--- src/hdl/ps2acc_pkg.sv ---
package ps2acc_pkg;

	// Action codes
	localparam logic [1:0] ACT_RECEIVE = 2'd0;
	localparam logic [1:0] ACT_CLEAR   = 2'd1;
	localparam logic [1:0] ACT_QUERY   = 2'd2;

	// Header bit positions
	localparam int HDR_LEFT   = 0;
	localparam int HDR_RIGHT  = 1;
	localparam int HDR_MIDDLE = 2;
	localparam int HDR_XSIGN  = 4;
	localparam int HDR_YSIGN  = 5;

	localparam logic signed [15:0] SUM_MAX = 16'sh7FFF;
	localparam logic signed [15:0] SUM_MIN = -16'sh8000;
	localparam logic [15:0]        COUNT_MAX = 16'hFFFF;

	// Status of one transaction on the result side
	typedef struct packed {
		logic [2:0]         buttons;
		logic signed [15:0] sum_x;
		logic signed [15:0] sum_y;
		logic [15:0]        count;
		logic               done;
	} status_t;

	// 9-bit two's complement delta, halved toward zero: -128..127
	function automatic logic signed [7:0] halve_delta(input logic [7:0] mag, input logic sign);
		logic signed [8:0] v;
		logic signed [9:0] r;
		v = $signed({sign, mag});
		r = {v[8], v} + {9'd0, sign};
		halve_delta = r[8:1];
	endfunction

	// Saturating add into a 16-bit signed accumulator
	function automatic logic signed [15:0] sat_add(input logic signed [15:0] a,
		input logic signed [7:0] b);
		logic signed [16:0] s;
		s = {a[15], a} + {{9{b[7]}}, b};
		if (s > 17'sd32767) begin
			sat_add = SUM_MAX;
		end else if (s < -17'sd32768) begin
			sat_add = SUM_MIN;
		end else begin
			sat_add = s[15:0];
		end
	endfunction

endpackage

--- src/hdl/ps2acc_core.sv ---
module ps2acc_core
	import ps2acc_pkg::*;
(
	input  logic        clk,
	input  logic        arst_n,
	input  logic        commit,
	input  logic [1:0]  action,
	input  logic [7:0]  data_byte,
	input  logic        timeout,
	output status_t     status
);

	localparam logic [1:0] POS_HDR = 2'd0;
	localparam logic [1:0] POS_X   = 2'd1;
	localparam logic [1:0] POS_Y   = 2'd2;

	logic [1:0]         pos_q, pos_d;
	logic [7:0]         header_q, header_d;
	logic [7:0]         x_hold_q, x_hold_d;
	logic [2:0]         buttons_q, buttons_d;
	logic signed [15:0] acc_x_q, acc_x_d;
	logic signed [15:0] acc_y_q, acc_y_d;
	logic [15:0]        count_q, count_d;
	logic               done;

	// Compute next assembly and accumulator state for the current transaction
	always_comb begin
		pos_d     = pos_q;
		header_d  = header_q;
		x_hold_d  = x_hold_q;
		buttons_d = buttons_q;
		acc_x_d   = acc_x_q;
		acc_y_d   = acc_y_q;
		count_d   = count_q;
		done      = 1'b0;
		unique case (action)
			ACT_RECEIVE: begin
				if (timeout) begin
					pos_d = POS_HDR;
				end else begin
					unique case (pos_q)
						POS_X: begin
							x_hold_d = data_byte;
							pos_d    = POS_Y;
						end
						POS_Y: begin
							buttons_d = {header_q[HDR_MIDDLE], header_q[HDR_RIGHT],
								header_q[HDR_LEFT]};
							acc_x_d = sat_add(acc_x_q, halve_delta(x_hold_q, header_q[HDR_XSIGN]));
							acc_y_d = sat_add(acc_y_q, halve_delta(data_byte, header_q[HDR_YSIGN]));
							if (count_q != COUNT_MAX) begin
								count_d = count_q + 16'd1;
							end
							pos_d = POS_HDR;
							done  = 1'b1;
						end
						default: begin
							header_d = data_byte;
							pos_d    = POS_X;
						end
					endcase
				end
			end
			ACT_CLEAR: begin
				acc_x_d = '0;
				acc_y_d = '0;
				count_d = '0;
			end
			default: begin
			end
		endcase
	end

	assign status = '{buttons: buttons_d, sum_x: acc_x_d, sum_y: acc_y_d,
		count: count_d, done: done};

	// Commit state when a transaction leaves the input stage
	always_ff @(posedge clk or negedge arst_n) begin
		if (!arst_n) begin
			pos_q     <= POS_HDR;
			header_q  <= '0;
			x_hold_q  <= '0;
			buttons_q <= '0;
			acc_x_q   <= '0;
			acc_y_q   <= '0;
			count_q   <= '0;
		end else if (commit) begin
			pos_q     <= pos_d;
			header_q  <= header_d;
			x_hold_q  <= x_hold_d;
			buttons_q <= buttons_d;
			acc_x_q   <= acc_x_d;
			acc_y_q   <= acc_y_d;
			count_q   <= count_d;
		end
	end

`ifndef SYNTHESIS
	a_clear_zeroes: assert property (@(posedge clk) disable iff (!arst_n)
		commit && action == ACT_CLEAR |=> acc_x_q == '0 && acc_y_q == '0 && count_q == '0)
		else $error("clear did not zero accumulators");

	a_count_sat: assert property (@(posedge clk) disable iff (!arst_n)
		commit && count_q == COUNT_MAX && action != ACT_CLEAR |=> count_q == COUNT_MAX)
		else $error("sample count wrapped");

	a_hold_idle: assert property (@(posedge clk) disable iff (!arst_n)
		!commit |=> $stable(pos_q) && $stable(acc_x_q) && $stable(acc_y_q) && $stable(count_q))
		else $error("state changed without a transaction");

	a_done_buttons: assert property (@(posedge clk) disable iff (!arst_n)
		commit && done |=> buttons_q == {$past(header_q[HDR_MIDDLE]),
			$past(header_q[HDR_RIGHT]), $past(header_q[HDR_LEFT])} && pos_q == POS_HDR)
		else $error("completed packet did not latch header buttons");
`endif

endmodule

--- src/hdl/ps2_mouse_packet_accumulator_top.sv ---
// Timing: a result is registered in the input register, then the result register.
// Throughput: one transaction per cycle unless out_stall holds a full result
// register; the state update is a single short cone between the input stage
// and the result register.
// Reset: arst_n asynchronously clears valid flags, packet assembly, buttons,
// accumulators and sample count to zero.
module ps2_mouse_packet_accumulator_top
	import ps2acc_pkg::*;
(
	input  logic        clk,
	input  logic        arst_n,
	input  logic        in_valid,
	output logic        in_stall,
	input  logic [1:0]  action,
	input  logic [7:0]  data_byte,
	input  logic        timeout,
	output logic        out_valid,
	input  logic        out_stall,
	output logic        btn_left,
	output logic        btn_right,
	output logic        btn_middle,
	output logic signed [15:0] sum_x,
	output logic signed [15:0] sum_y,
	output logic [15:0] sample_count,
	output logic        packet_done
);

	logic       valid_s1;
	logic [1:0] action_s1;
	logic [7:0] data_byte_s1;
	logic       timeout_s1;
	logic       out_valid_q;
	status_t    status_q;
	status_t    status;
	logic       out_free;
	logic       advance;

	// Result register can take a new transaction when empty or being drained
	assign out_free = !out_valid_q || !out_stall;
	assign advance  = valid_s1 && out_free;
	assign in_stall = valid_s1 && !out_free;

	// Input stage
	always_ff @(posedge clk or negedge arst_n) begin
		if (!arst_n) begin
			valid_s1 <= 1'b0;
		end else if (!in_stall) begin
			valid_s1 <= in_valid;
		end
	end

	always_ff @(posedge clk) begin
		if (in_valid && !in_stall) begin
			action_s1    <= action;
			data_byte_s1 <= data_byte;
			timeout_s1   <= timeout;
		end
	end

	ps2acc_core u_core (
		.clk       (clk),
		.arst_n    (arst_n),
		.commit    (advance),
		.action    (action_s1),
		.data_byte (data_byte_s1),
		.timeout   (timeout_s1),
		.status    (status)
	);

	// Result register
	always_ff @(posedge clk or negedge arst_n) begin
		if (!arst_n) begin
			out_valid_q <= 1'b0;
		end else if (out_free) begin
			out_valid_q <= valid_s1;
		end
	end

	always_ff @(posedge clk) begin
		if (advance) begin
			status_q <= status;
		end
	end

	assign out_valid    = out_valid_q;
	assign btn_left     = status_q.buttons[0];
	assign btn_right    = status_q.buttons[1];
	assign btn_middle   = status_q.buttons[2];
	assign sum_x        = status_q.sum_x;
	assign sum_y        = status_q.sum_y;
	assign sample_count = status_q.count;
	assign packet_done  = status_q.done;

endmodule
--- config.mk ---
export PLATFORM = sky130hd
export DESIGN_NAME = ps2_mouse_packet_accumulator_top
export DESIGN_NICKNAME = d
export VERILOG_FILES = /design/src/hdl/ps2acc_pkg.sv /design/src/hdl/ps2acc_core.sv /design/src/hdl/ps2_mouse_packet_accumulator_top.sv
export SDC_FILE = /design/constraint.sdc
export NUM_CORES = 1
export LEC_CHECK = 0
export ABC_AREA = 1
export BUFFER_PORTS_ARGS = -buffer_cell sky130_fd_sc_hd__buf_4
export CORE_ASPECT_RATIO = 0.75
export CORE_MARGIN = 2
export CORE_UTILIZATION = 30
export CTS_CLUSTER_SIZE = 12
export DETAILED_ROUTE_END_ITERATION = 7
export GPL_TIMING_DRIVEN = 0
export PLACE_DENSITY = 0.54
export SYNTH_ARGS = -nofsm -noshare
export SYNTH_HDL_FRONTEND = slang
export SYNTH_HIERARCHICAL = 1
export SYNTH_SLANG_ARGS = --single-unit
--- constraint.sdc ---
create_clock -name clk -period 5 [get_ports clk]
set_input_delay 0.5 -clock clk [delete_from_list [all_inputs] [get_ports clk]]
set_output_delay 0.5 -clock clk [all_outputs]
set_load 0.1 [all_outputs]
-- Word-level counts from Yosys, hierarchy flattened
Index checks and enable logic that the tools add are counted.
- bits of input ports: 15
- memories kept: 0
- output and inout bits: 54
- word-level logic and storage cells: 67
- latch bits: 0
- bits in registers: 132
- RAM bits: 0
- ROM bits: 0
- multiplexer cells: 20
- shifts and indexed selects: 0
- magnitude comparators: 4
- multiply operators: 0
- reduce and logical (&&, ||, !) cells: 14
- add/subtract/negate cells: 5
- div/mod/pow operators: 0
- bitwise operators: 3
- equal/unequal tests: 4
- operators with widths (cell ; count):
    $mux W16 ; 11
    $pmux W16 S2 ; 3
    $add A16 B8 Y17 ; 2
    $gt A17 B16 Y1 const B ; 2
    $lt A17 B16 Y1 const B ; 2
    $add A9 B2 Y9 ; 2
    $add A16 B1 Y16 const B ; 1
    $ne A16 B16 Y1 const B ; 1
    $mux W3 ; 3
    $reduce_and A4 Y1 ; 2
    $eq A2 B1 Y1 const B ; 2
    $logic_not A1 Y1 ; 4
    $pmux W2 S2 ; 1
    $reduce_or A2 Y1 ; 2
    $logic_and A1 B1 Y1 ; 3
    $not A1 Y1 ; 3
    $eq A2 B2 Y1 const B ; 1
    $logic_not A2 Y1 ; 1
    $mux W2 ; 1
    $reduce_and A2 Y1 ; 1
    $logic_or A1 B1 Y1 ; 1
    $mux W1 ; 1

-- Logic depth before layout (Yosys ltp)
- depth in word-level cells: 8
- mapped depth: 27
- gate-level depth less buffers: 27

-- Cells and area by module
The synthesis kept the hierarchy.
- by module, submodules not included (module ; times used ; cells each ; area an instance (µm²) ; sequential area each (µm²)):
    ps2acc_core ; 1 ; 985 ; 6288.5 ; 1651.6
    ps2_mouse_packet_accumulator_top ; 1 ; 75 ; 1986.9 ; 1941.9

-- Least setup slack after synthesis
Ideal clock, no wire load.
- path kind: reg2reg
- start point: reg out_valid_q, in the netlist out_valid
- end point: reg u_core.x_hold_q[7]
- library setup time: 0.130 ns
- buffers on the path: 2
- clock period less this slack: 5.069 ns
- required time: 4.870 ns
- setup slack: -0.069 ns
- data arrival time: 4.939 ns
- cell stages (with the launch flop): 9
- path through: dfrtp_1 a21oi_1 clkbuf_8 inv_1 nor2_1 nand3_1 clkbuf_1 nand2_1 o21ai_1
- cells in the longest elaborated chain, start to end: 4
- RTL lines (item ; line ; RTL):
    start, declared ; ps2_mouse_packet_accumulator_top.sv:32 ; logic out_valid_q;
    start signal, assigned ; ps2_mouse_packet_accumulator_top.sv:75 ; out_valid_q <= valid_s1;
    $logic_not A1 Y1 ; ps2_mouse_packet_accumulator_top.sv:39 ; assign out_free = !out_valid_q || !out_stall;
    $logic_or A1 B1 Y1 ; ps2_mouse_packet_accumulator_top.sv:39 ;
    $logic_and A1 B1 Y1 ; ps2_mouse_packet_accumulator_top.sv:40 ; assign advance = valid_s1 && out_free;
    via advance ; ps2_mouse_packet_accumulator_top.sv:36 ; logic advance;
    $reduce_and A4 Y1 (no line) ; -- ;
    end signal, assigned ; ps2acc_core.sv:90 ; x_hold_q <= x_hold_d;
    end, declared ; ps2acc_core.sv:19 ; logic [7:0] x_hold_q, x_hold_d;
The timed path passes the listed nets, and every way through them passes these cells.
A chain may end at the register's enable or synchronous reset.

==> impl_metrics.prom <==
# TYPE chip_impl_metric gauge
chip_impl_info{name="status",value="completed"} 1
chip_impl_metric{name="cts_repair_resize_count",unit=""} 0
chip_impl_metric{name="xor_xnor_fraction_of_synth_area",unit=""} 0.03810
chip_impl_metric{name="synth_area_per_cell",unit="µm²"} 7.807
chip_impl_metric{name="post-route-util",unit=""} 0.3640
chip_impl_metric{name="clock.fmax",unit="MHz"} 231.7
chip_impl_metric{name="antenna_cells",unit=""} 0
chip_impl_metric{name="grt_antenna_before_repair",unit=""} 0
chip_impl_metric{name="dr.first_iter.drc_count",unit=""} 558
chip_impl_metric{name="floorplan.core_area",unit="µm²"} 27070
chip_impl_metric{name="drt_pass1_iterations",unit=""} 5
chip_impl_metric{name="synthesis.instances",unit=""} 1060
chip_impl_metric{name="clk_pin_slew",unit="ps"} 70
chip_impl_metric{name="reg2reg_depth",unit=""} 19
chip_impl_metric{name="io_pins",unit=""} 69
chip_impl_metric{name="post_route_cells_drive_above_1_share",unit=""} 0.1472
chip_impl_metric{name="gp_congestion",unit=""} 0.8997
chip_impl_metric{name="timing.clock.skew",unit="ps"} 14.58
chip_impl_metric{name="transition_time_at_the_pin_with_the_least_slew_margin",unit="ps"} 1137
chip_impl_metric{name="antenna_left",unit=""} 0
chip_impl_info{name="rr_startpoint",value="u_core/header_q[4]$_DFFE_PN0P_"} 1
chip_impl_metric{name="cts_hold_repair.buffers",unit=""} 0
chip_impl_metric{name="synthesized_area_fraction_occupied_by_adder_cells",unit=""} 0.06380
chip_impl_metric{name="grt_pass1_wl",unit="µm"} 35380
chip_impl_metric{name="totalNegativeSetupSlack",unit="ps"} 0
chip_impl_metric{name="number_of_enable_type_register_cells_in_the_synthesized_netlist",unit=""} 63
chip_impl_metric{name="yosys_warnings",unit=""} 6
chip_impl_info{name="post-synth-top-count-cell",value="sky130_fd_sc_hd__nand2_1"} 1
chip_impl_metric{name="design.final.nets",unit=""} 1205
chip_impl_metric{name="netlist.area_leader.share",unit=""} 0.2286
chip_impl_metric{name="row_count",unit=""} 52
chip_impl_metric{name="post-cts-setup-buffer-count",unit=""} 0
chip_impl_metric{name="synth.yosys.seq_area_share",unit=""} 0.4342
chip_impl_info{name="synth_area_leader_cell",value="sky130_fd_sc_hd__edfxtp_1"} 1
chip_impl_metric{name="synth.distinct_cells",unit=""} 46
chip_impl_metric{name="worst_ep_arrival_time",unit="ps"} 4470
chip_impl_metric{name="avgRoutedWirePerCell",unit="µm"} 14.57
chip_impl_metric{name="synth-async-reset-ratio",unit=""} 0.5191
chip_impl_metric{name="mappedNetlistArea",unit="µm²"} 8275
chip_impl_metric{name="report.final.slew_viol_count",unit=""} 0
chip_impl_info{name="endpoint",value="sum_x[13]$_DFFE_PP_"} 1
chip_impl_metric{name="synth-simple-area-share",unit=""} 0.2796
chip_impl_metric{name="synthMuxAreaShare",unit=""} 0
chip_impl_info{name="synth_top_family_by_area",value="simple AND/OR/NAND/NOR gates"} 1
chip_impl_metric{name="fp.dieH",unit="µm"} 147.8
chip_impl_info{name="clock_tree_from_tritoncts",value="yes"} 1
chip_impl_metric{name="drt_drc_violations_left",unit=""} 0
chip_impl_metric{name="synth_compound_area_frac",unit=""} 0.09843
chip_impl_metric{name="floorplan.initialDensity",unit=""} 0.3058
chip_impl_metric{name="worstSkewPairLatency",unit="ps"} 430
chip_impl_metric{name="shortest_period_the_worst_path_allows",unit="ps"} 4316
chip_impl_info{name="synth_area_leaders",value="sky130_fd_sc_hd__edfxtp_1, sky130_fd_sc_hd__dfrtp_1, sky130_fd_sc_hd__nand2_1"} 1
chip_impl_info{name="critical_path.startpoint_type",value="flop"} 1
chip_impl_metric{name="critPathRequiredTime",unit="ps"} 5160
chip_impl_info{name="path_class",value="reg2reg"} 1
chip_impl_metric{name="track_usage",unit=""} 0.1579
chip_impl_info{name="timing.critical_path.from",value="u_core/header_q[4]$_DFFE_PN0P_"} 1
chip_impl_metric{name="die_area",unit="µm²"} 28940
chip_impl_metric{name="first_global_vias",unit=""} 6537
chip_impl_metric{name="postSynthRegisterBits",unit=""} 131
chip_impl_metric{name="drt_wl_total",unit="µm"} 22050
chip_impl_metric{name="port_buffers",unit=""} 68
chip_impl_metric{name="dp_hpwl",unit="µm"} 16140
chip_impl_info{name="grt_setup_unrepaired",value="false"} 1
chip_impl_info{name="netlist_top_cells_count",value="sky130_fd_sc_hd__nand2_1, sky130_fd_sc_hd__inv_1, sky130_fd_sc_hd__dfrtp_1"} 1
chip_impl_metric{name="cts_max_level",unit=""} 4
chip_impl_metric{name="ir_worst_vdd",unit="V"} 0.0002730
chip_impl_metric{name="pwr_density_cell",unit="nW/µm²"} 471.8
chip_impl_metric{name="grt_overflow",unit=""} 0
chip_impl_metric{name="cellLeakagePower",unit="nW"} 4.789
chip_impl_metric{name="setup_viol",unit=""} 0
chip_impl_metric{name="mapped_nets",unit=""} 1116
chip_impl_metric{name="cp_max_fo",unit=""} 10
chip_impl_metric{name="timing.final.crit_share",unit=""} 0.8633
chip_impl_info{name="cts.root.buffer_cell",value="sky130_fd_sc_hd__clkbuf_16"} 1
chip_impl_metric{name="r2r_slack",unit="ps"} 680
chip_impl_info{name="hold_class",value="in2async"} 1
chip_impl_info{name="worstReg2RegEnd",value="sum_x[13]$_DFFE_PP_"} 1
chip_impl_metric{name="max-cap-violations",unit=""} 0
chip_impl_metric{name="clock_path_buffers",unit=""} 2
chip_impl_metric{name="dr_total_vias",unit=""} 7031
chip_impl_metric{name="detail_route.vias_per_cell",unit=""} 4.647
chip_impl_metric{name="die-width",unit="µm"} 195.8
chip_impl_metric{name="grt_max_degree",unit=""} 69
chip_impl_metric{name="hold_viol_final",unit=""} 0
chip_impl_metric{name="numCtsBuffers",unit=""} 17
chip_impl_metric{name="flow.area_growth_from_synthesis",unit="%"} 19.04
chip_impl_info{name="ys.flop_type",value="sky130_fd_sc_hd__dfrtp_1"} 1
chip_impl_metric{name="clkSinkCount",unit=""} 131
chip_impl_info{name="critPathCaptureType",value="flop"} 1
chip_impl_metric{name="relative_slew_slack",unit=""} 0.2366
## layout make-up
class                   count  area [µm²]
fillers                  2843       17220
multi-input cells         763        3983
flip-flops and latches    131        3593
repair buffers             70       558.0
inverters                 137       520.5
clock buffers              21       471.7
well taps                 351       439.2
plain buffers              29       190.2
clock inverters            11       95.09
## layer usage
metal / part of all wire / GRT usage
met5: 0 / 0
met4: 0.015 / 0.04697
met3: 0.048 / 0.03194
met2: 0.41 / 0.2264
met1: 0.53 / 0.2376
## power breakdown
| part | internal [mW] | total [mW] | switching (mW) |
|---|---|---|---|
| logic | 0.617 | 1.98 | 1.36 |
| clock network | 0.728 | 1.22 | 0.495 |
| registers | 1.31 | 1.45 | 0.134 |
| total | 2.66 | 4.65 | 1.99 |
## kinds of logic (layout without fill, tap and decap cells)
kind of cell | after synthesis | after routing
compound gates | 140 | 140
xor+xnor | 36 | 36
fa+ha+maj | 41 | 41
buf+inv | 166 | 268
flops | 131 | 131
simple gates | 546 | 546
## registers in the layout, summed over array words and instances, names as in the netlist, 5 cells and up
name	count
sample_count	16
sum_x	16
sum_y	16
u_core/acc_x_q	16
u_core/acc_y_q	16
u_core/count_q	16
data_byte_s1	8
u_core/x_hold_q	8
u_core/header_q	5
## worst min-delay path by stage
stage | start | endpoint | slack (ps)
after floorplan | arst_n | out_valid$_DFFE_PN0P_ | 200
after global placement | u_core/x_hold_q[0]$_DFFE_PN0P_ | u_core/x_hold_q[0]$_DFFE_PN0P_ | 490
after detailed placement | u_core/x_hold_q[0]$_DFFE_PN0P_ | u_core/x_hold_q[0]$_DFFE_PN0P_ | 490
after CTS | data_byte[4] | data_byte_s1[4]$_DFFE_PP_ | 220
after global routing | data_byte[4] | data_byte_s1[4]$_DFFE_PP_ | 220
final | arst_n | u_core/acc_x_q[1]$_DFFE_PN0P_ | 200
## worst max-delay path, stage by stage (launching register included)
cell                       delay (ps)
sky130_fd_sc_hd__dfrtp_1          390
sky130_fd_sc_hd__nand2_1           80
sky130_fd_sc_hd__inv_1             60
sky130_fd_sc_hd__ha_1             170
sky130_fd_sc_hd__nand3_1          140
sky130_fd_sc_hd__nand3b_1         220
sky130_fd_sc_hd__nand3b_1         190
sky130_fd_sc_hd__xnor2_1          890
sky130_fd_sc_hd__ha_1             450
sky130_fd_sc_hd__a21oi_1          230
sky130_fd_sc_hd__nand2_1          110
sky130_fd_sc_hd__a21oi_1          180
sky130_fd_sc_hd__nand2_1           80
sky130_fd_sc_hd__nand2_1          110
sky130_fd_sc_hd__nand2_2          100
sky130_fd_sc_hd__a21oi_4          230
sky130_fd_sc_hd__buf_6            200
sky130_fd_sc_hd__nand2_1           80
sky130_fd_sc_hd__nand2_1           60
sky130_fd_sc_hd__nand2_1           90
## cell usage in the layout, fill, tap and decap left out, drive strengths merged
| cell | instances |
|---|---|
| a21o | 1 |
| a21oi | 52 |
| a31o | 1 |
| a31oi | 13 |
| and2 | 2 |
| buf | 83 |
| bufinv | 1 |
| clkbuf | 36 |
| clkinv | 5 |
| dfrtp | 68 |
| dlygate4sd1 | 1 |
| edfxtp | 63 |
| fa | 2 |
| ha | 39 |
| inv | 142 |
| nand2 | 396 |
| nand3 | 46 |
| nand3b | 5 |
| nand4 | 8 |
| nor2 | 73 |
| nor3 | 13 |
| nor4 | 3 |
| o21ai | 70 |
| o21bai | 1 |
| o22ai | 2 |
| xnor2 | 9 |
| xor2 | 27 |
## through the flow
step | setup WS [ps] | cells | cell area, µm² | hold WS, ps | total power [mW]
2_1_floorplan | 1209 | 1060 | 8279 | 204.4 | 2.984
3_3_place_gp | 24.15 | 1479 | 9229 | 486.6 | 3.409
5_1_grt | 381.9 | 1513 | 9851 | 220.4 | 4.992
6_report | 683.7 | 1513 | 9851 | 203.7 | 4.647
4_1_cts | 706.9 | 1513 | 9851 | 222.8 | 4.690
3_5_place_dp | 734.1 | 1481 | 9284 | 491.6 | 3.432
Note: power is estimated with default switching activity, not from simulation.
